--- config.mk ---
export PLATFORM = sky130hd
export DESIGN_NAME = mhpq_cell
export DESIGN_NICKNAME = d
export VERILOG_FILES = /design/src/hdl/mhpq_pkg.sv /design/src/hdl/mhpq_cell.sv
export SDC_FILE = /design/constraint.sdc
export NUM_CORES = 1
export LEC_CHECK = 0
export ABC_AREA = 1
export CORE_MARGIN = 2
export CORE_UTILIZATION = 35
export CTS_CLUSTER_DIAMETER = 80
export DETAILED_ROUTE_END_ITERATION = 8
export DONT_BUFFER_PORTS = 1
export GPL_TIMING_DRIVEN = 0
export SETUP_SLACK_MARGIN = 0.3
export SYNTH_ARGS = -nofsm -noshare
export SYNTH_HDL_FRONTEND = slang
export SYNTH_SLANG_ARGS = --single-unit
--- constraint.sdc ---
create_clock -name clk -period 6.3 [get_ports clk]
set_input_delay 1.26 -clock clk [delete_from_list [all_inputs] [get_ports clk]]
set_output_delay 1.26 -clock clk [all_outputs]
set_load 0.02 [all_outputs]
--- src/hdl/mhpq_pkg.sv ---
// shared types and codes for the min-heap priority queue
package mhpq_pkg;

  // width of the key and of the top key as they travel on the stream ports
  localparam int KEY_FIELD_W = 32;
  localparam int MODE_W      = 2;
  localparam int STATUS_W    = 2;

  // operation codes carried in the input tuser
  localparam logic [MODE_W-1:0] MODE_INSERT = 2'd0;
  localparam logic [MODE_W-1:0] MODE_REMOVE = 2'd1;
  localparam logic [MODE_W-1:0] MODE_PEEK   = 2'd2;
  localparam logic [MODE_W-1:0] MODE_SPARE  = 2'd3;

  // result status codes
  localparam logic [STATUS_W-1:0] STATUS_OK    = 2'd0;
  localparam logic [STATUS_W-1:0] STATUS_EMPTY = 2'd1;
  localparam logic [STATUS_W-1:0] STATUS_FULL  = 2'd2;

  // per-cycle command broadcast to every cell of the row
  typedef struct packed {
    logic ins;
    logic rem;
  } mhpq_ctl_t;

endpackage

--- src/hdl/mhpq_cell.sv ---
// one cell of the sorted key row: holds one entry and trades with its neighbors
module mhpq_cell
  import mhpq_pkg::*;
#(
  parameter int KW = 32
) (
  input  logic          clk,
  input  logic          rst_n,
  input  mhpq_ctl_t     ctl,
  input  logic [KW-1:0] new_key,
  input  logic          left_valid,
  input  logic [KW-1:0] left_key,
  input  logic          left_keep,
  input  logic          right_valid,
  input  logic [KW-1:0] right_key,
  output logic          valid,
  output logic [KW-1:0] key,
  output logic          keep
);

  logic          valid_r, valid_nxt;
  logic [KW-1:0] key_r, key_nxt;

  // entry stays put on insert when it is not larger than the new key
  assign keep = valid_r && (key_r <= new_key);

  always_comb begin
    valid_nxt = valid_r;
    key_nxt   = key_r;
    if (ctl.ins) begin
      if (!keep) begin
        if (left_keep) begin
          valid_nxt = 1'b1;
          key_nxt   = new_key;
        end else begin
          valid_nxt = left_valid;
          key_nxt   = left_key;
        end
      end
    end else if (ctl.rem) begin
      valid_nxt = right_valid;
      key_nxt   = right_key;
    end
  end

  always_ff @(posedge clk) begin
    if (!rst_n) begin
      valid_r <= 1'b0;
    end else begin
      valid_r <= valid_nxt;
    end
  end

  always_ff @(posedge clk) begin
    key_r <= key_nxt;
  end

  assign valid = valid_r;
  assign key   = key_r;

endmodule

==> results of run 1 <==
metal layers:
layer	GRT usage (%)	part of all wire, %	vias up
li1	-	-	1107
met1	22.30	43	980
met2	28.62	48	92
met3	4.801	7.0	13
met4	6.242	2.4	0
met5	0	0	-
state kept, by name, indices dropped and copies added (netlist names):
register	flops
valid	1
key	32
placed cells by master (no fill, tap or decap), drive strengths merged:
cell / Yosys / layout
nand2: 74 / 74
o21ai: 66 / 66
inv: 44 / 44
nor2: 44 / 44
ha: 32 / 32
edfxtp: 32 / 32
clkbuf: 11 / 17
a21oi: 13 / 13
nand3: 4 / 4
nand4: 2 / 2
o21a: 2 / 2
buf: 2 / 2
a21o: 1 / 1
or2: 1 / 1
and2: 1 / 1
o22ai: 1 / 1
clkinv: 0 / 1
dfxtp: 1 / 1
cells in the mapped netlist:
cell type,number,share of area (%)
sky130_fd_sc_hd__nor2_1,39,5.7
sky130_fd_sc_hd__a21oi_2,1,0.34
sky130_fd_sc_hd__nand3_2,2,0.79
sky130_fd_sc_hd__clkbuf_8,1,0.54
sky130_fd_sc_hd__clkbuf_1,10,1.5
sky130_fd_sc_hd__o21ai_1,3,0.59
sky130_fd_sc_hd__o21ai_0,63,12
sky130_fd_sc_hd__a21o_1,1,0.29
sky130_fd_sc_hd__edfxtp_1,32,38
sky130_fd_sc_hd__nor2_2,5,1.2
sky130_fd_sc_hd__nand3_1,2,0.39
sky130_fd_sc_hd__nand2_1,73,11
sky130_fd_sc_hd__and2_1,1,0.25
sky130_fd_sc_hd__ha_1,32,16
sky130_fd_sc_hd__buf_1,2,0.29
sky130_fd_sc_hd__o21a_1,2,0.59
sky130_fd_sc_hd__a21oi_1,12,2.4
sky130_fd_sc_hd__nand2_2,1,0.25
sky130_fd_sc_hd__inv_1,44,6.5
sky130_fd_sc_hd__dfxtp_1,1,0.79
sky130_fd_sc_hd__nand4_1,2,0.49
sky130_fd_sc_hd__or2_2,1,0.25
sky130_fd_sc_hd__o22ai_1,1,0.25
worst max-delay path by stage:
stage	from	end	depth (start not counted)
6_report	new_key[17]	keep	13
5_1_grt	new_key[17]	keep	13
4_1_cts	new_key[19]	keep	11
3_5_place_dp	new_key[19]	keep	11
3_3_place_gp	new_key[23]	key[11]	11
2_1_floorplan	new_key[21]	keep	11
power groups by stage:
stage	registers, W	logic (W)	clock network [W]
after floorplan	0.000321	0.0000986	0
after global placement	0.000329	0.000124	0
after detailed placement	0.000329	0.000128	0
after CTS	0.000324	0.000129	0.000159
after global routing	0.000327	0.000155	0.000171
final	0.000324	0.000126	0.000156
cell type report:
class,instances,area (sq um)
fillers,778,4389
multi-input cells,241,1343
flip-flops and latches,33,980.9
inverters,44,165.2
well taps,99,123.9
clock buffers,6,72.57
plain buffers,13,58.81
clock inverters,1,3.754
per-stage QoR:
| step | worst slack, ps | instances | hold WS (ps) |
|---|---|---|---|
| after CTS | 2490 | 437 | 700.6 |
| after global routing | 2370 | 437 | 785.2 |
| after floorplan | 2719 | 331 | 653.8 |
| after detailed placement | 2491 | 430 | 688.6 |
| final | 2509 | 437 | 695.3 |
| after global placement | 2326 | 430 | 675.5 |
worst min-delay path, cell delays in order (launching register included):
cell and delay (ps):
sky130_fd_sc_hd__dfxtp_1 410, sky130_fd_sc_hd__nand3_2 120, sky130_fd_sc_hd__nand3_2 50, sky130_fd_sc_hd__nand2_1 50, sky130_fd_sc_hd__inv_1 30
cells by family after synthesis:
logic type                 synth area share (%)
adders and majority gates                 15.72
AOI/OAI and AO/OA                         16.81
DFF                                       38.53
and+or+nand+nor                           20.15
buffers and inverters                     8.796
==> impl_metrics.yaml, run 1 <==
outcome:
  status: "complete, no violations"
power_and_ir_drop:
  power.sequential.fraction_pct: 53.4
  clkPwrFrac_pct: 25.7
  peakVddDrop_v: 0.00006992
  post-layout-total-power_w: 0.0006062
  p_sw_share_pct: 34.52
  pwr_density_cell_mw_per_mm2: 220.6
  p_int_w: 0.0003969
  combPwrFrac_pct: 20.8
  total_switching_power_w: 0.0002093
  total_leakage_power_nw: 1.262
worst_setup_path:
  critical_path.n_buffers_inverters: 2
  critical_path.most_common_cell: "sky130_fd_sc_hd__nand2_1"
  required_ps: 5040
  cp_max_fo: 2
  critPathArrivalTime_ps: 2530
  setup.worst_path.end_class: "output pin"
  critical-path-slowest-cell: "sky130_fd_sc_hd__ha_1"
  cpPeakStageDelay_ps: 310
  start_kind: "primary input"
  crit_path_cell_trace: "inv_1 > ha_1 > nand2_1 > nand2_1 > nand2_1 > nand2_1 > nand2_1 > nand3_1 > a21oi_1 > nand2_1 > nand2_2 > nand2_1 > inv_1"
  crit-reg2reg-launch: "key[15]"
  worstRegToRegCells: 12
  reg2reg_setup_slack_ps: 3640
  critical_path.top_delay_family: "simple AND/OR/NAND/NOR gates"
  timing_worst_setup_path_type: "in -> out"
  end_of_the_worst_register_to_register_path: "key[30]"
clocking:
  clock-root-buffer: "sky130_fd_sc_hd__clkbuf_8"
  worst_skew_pair_latency_ps: 290
  cts_tree: "done"
  tritoncts.num_buffers: 5
  clk_transition_reported_paths_ps: 70
  postCtsSetupRepairBufs: 0
  h-tree-depth: 2
  post_cts_resized: 0
  cts_num_sinks: 33
  cts_hold_buffers: 0
  clock_tree.buffer_depth: 2
placed_design:
  io_buffers: 0
  placed_cell_area_sq_mm: 0.002671
  gpl.final_weighted_congestion: 0.7551
  hpwlAfterDp_um: 5404
min_path:
  path_type_of_the_worst_min_delay_path: "reg -> reg"
  hold_path_depth: 4
  hold-path-endpoint: "valid"
  min_delay_startpoint: "valid"
detailed_routing:
  remaining_drc_errors: 0
  remaining_antenna_violation_count_after_routing: 0
  totalWireLength_um: 6915
  route.vias.total: 2192
  drt_first_pass_iters: 4
  detailedRoute.firstIterationViolations: 159
  avgRoutedWirePerCell_um: 15.82
  avg_vias_per_cell: 5.016
synthesis:
  synthesis.nets: 466
  synthesis.area_per_instance_sq_um: 7.692
  synth_warnings: 0
  synth-seq-area-share_pct: 38.53
  synth.ff_latch_count: 33
  synthesis.instances: 331
  synthesis.area_sq_mm: 0.002546
  post_synth_num_cell_types: 23
floorplan:
  vertical_die_dimension_um: 89.29
  floorplan.rows: 31
  fp.coreArea_sq_mm: 0.007137
  floorplan.die_area_sq_mm: 0.007973
  die_width_um: 89.29
  num_io_pins: 137
  initial_core_util_pct: 35.68
timing:
  timing.final.hold_violations: 0
  worst_slew_pin_slew_ps: 807.3
  slew_viol_final: 0
  max_clock_freq_mhz: 263.8
  final.min_clock_period_ps: 3791
  final.setup.tns_ps: 0
  slew-limit-headroom_pct: 46.18
  clock_skew_ps: 4.927
  rsz_0062_raised_after_global_routing: "no"
  final_cycle_utilization_of_the_critical_path_pct: 60.17
  report.final.setup_viol: 0
flow_run:
  count_of_maximum_capacitance_violations: 0
finish:
  final_layout_size_suffix_gt1_share_pct: 5.030
  design.final.nets: 473
  num_antenna_cells: 0
  syn_to_final_growth_pct: 7.912
  stdcell_area_sq_mm: 0.002748
  fin_util_pct: 38.50
grt:
  grt_remaining_overflow: 0
  grt_first_pass_wirelength_um: 10340
  largest_net_degree_at_the_start_of_global_routing: 33
  grt_usage_pct: 17.53
  grt_antenna_before_repair: 0
  grt_pass1_vias: 2112
No activity file was read; power rests on OpenSTA's default activity.
==> run 2, diff against run 1 <==
==> constraint.sdc (replaced) <==
create_clock -name clk -period 3.15 [get_ports clk]
set_input_delay 0.63 -clock clk [delete_from_list [all_inputs] [get_ports clk]]
set_output_delay 0.63 -clock clk [all_outputs]
set_load 0.02 [all_outputs]
==> impl_metrics.yaml, run 2 (synthesized netlist as in run 1, its figures left out) <==
outcome:
  status: "complete, no violations"
grt:
  grt_pass1_vias: 2112
  largest_net_degree_at_the_start_of_global_routing: 33
  grt_remaining_overflow: 0
  grt_antenna_before_repair: 0
  grt_first_pass_wirelength_um: 10340
  grt_usage_pct: 17.53
clocking:
  postCtsSetupRepairBufs: 0
  cts_tree: "done"
  clk_transition_reported_paths_ps: 70
  h-tree-depth: 2
  cts_hold_buffers: 0
  tritoncts.num_buffers: 5
  post_cts_resized: 0
  clock_tree.buffer_depth: 2
  cts_num_sinks: 33
  worst_skew_pair_latency_ps: 280
  clock-root-buffer: "sky130_fd_sc_hd__clkbuf_8"
floorplan:
  num_io_pins: 137
  vertical_die_dimension_um: 89.29
  die_width_um: 89.29
  initial_core_util_pct: 35.68
  fp.coreArea_sq_mm: 0.007137
  floorplan.die_area_sq_mm: 0.007973
  floorplan.rows: 31
worst_setup_path:
  reg2reg_setup_slack_ps: 740
  cp_max_fo: 2
  required_ps: 2520
  setup.worst_path.end_class: "output pin"
  cpPeakStageDelay_ps: 510
  crit_path_cell_trace: "ha_1 > nand2_1 > nand2_1 > nand2_1 > nand2_1 > nand2_1 > nand3_1 > a21oi_1 > nand2_1 > nand2_2 > nand2_1 > inv_2"
  critical_path.most_common_cell: "sky130_fd_sc_hd__nand2_1"
  critical-path-slowest-cell: "sky130_fd_sc_hd__edfxtp_1"
  timing_worst_setup_path_type: "reg -> out"
  start_kind: "register"
  critPathArrivalTime_ps: 2050
detailed_routing:
  route.vias.total: 2191
  drt_first_pass_iters: 4
  detailedRoute.firstIterationViolations: 158
  avgRoutedWirePerCell_um: 15.82
  remaining_drc_errors: 0
  avg_vias_per_cell: 5.014
  totalWireLength_um: 6913
  remaining_antenna_violation_count_after_routing: 0
placed_design:
  io_buffers: 0
  gpl.final_weighted_congestion: 0.7551
  hpwlAfterDp_um: 5404
timing:
  clock_skew_ps: 4.364
  slew_viol_final: 0
  final_cycle_utilization_of_the_critical_path_pct: 85.23
  max_clock_freq_mhz: 372.5
  rsz_0062_raised_after_global_routing: "no"
  report.final.setup_viol: 0
  final.min_clock_period_ps: 2685
  timing.final.hold_violations: 0
  slew-limit-headroom_pct: 63.39
  worst_slew_pin_slew_ps: 549.1
finish:
  num_antenna_cells: 0
  layout.cells.most_common: "sky130_fd_sc_hd__nand2_1"
  final_cell_mix: "73 x sky130_fd_sc_hd__nand2_1, 63 x sky130_fd_sc_hd__o21ai_0, 43 x sky130_fd_sc_hd__inv_1, 39 x sky130_fd_sc_hd__nor2_1"
  final_layout_size_suffix_gt1_share_pct: 5.325
  fin_util_pct: 38.52
  syn_to_final_growth_pct: 7.961
  design.final.nets: 473
  largest_register_ffs: 32
flow_run:
  count_of_maximum_capacitance_violations: 0
power_and_ir_drop:
  total_leakage_power_nw: 1.262
  peakVddDrop_v: 0.0001398
  post-layout-total-power_w: 0.001213
  pwr_density_cell_mw_per_mm2: 441.2
min_path:
  path_type_of_the_worst_min_delay_path: "in -> reg"
[run 2: cell counts in the layout (fill, tap and decap cells not counted)]
No cell type changed its count.
[run 2: final timing paths]
check	cells after the start	endpoint	from
worst max register to register	12	key[30]	key[15]
worst min register to register	4	valid	valid
worst min-delay path	2	key[24]	right_key[24]
worst max-delay path	12	keep	key[17]
[run 2: metrics by stage]
step                instances  setup TNS, ps  worst slack [ps]  hold WS [ps]  area, sq um
detailed placement        430              0             326.2         688.6         2671
CTS                       437              0             405.6         530.5         2748
floorplan                 331              0             421.0         653.8         2546
global placement          430          -6150            -194.0         675.5         2670
finish                    437              0             465.1         538.2         2749
global route              437              0             304.3         526.9         2749
[run 2: routing by layer]
metal	global-route usage [%]	up-vias	part of all wire [%]
li1	-	1106	-
met1	22.30	979	43
met2	28.62	93	48
met3	4.801	13	7.1
met4	6.242	0	2.4
met5	0	-	0
[run 2: area by class of cell]
class                      instances  area [sq um]
sequential                        33         980.9
clock inverter                     1         3.754
fill                             778          4388
clock buffer                       6         72.57
inverter                          44         165.2
buffer                            13         58.81
tap                               99         123.9
multi-input combinational        241          1344
[run 2: critical path, delay by kind of cell (launching register included)]
family	cells	cell delay [ps]
buffers and inverters	1	110
adders and majority gates	1	350
DFF	1	510
and+or+nand+nor	9	620
AOI/OAI and AO/OA	1	180
[run 2: power breakdown]
part	leakage, nW	switching, W	internal, W
combinational	0.889	0.000157	0.0000964
sequential	0.334	0.0000987	0.000549
clock	0.0387	0.000162	0.000149
total	1.26	0.000418	0.000794
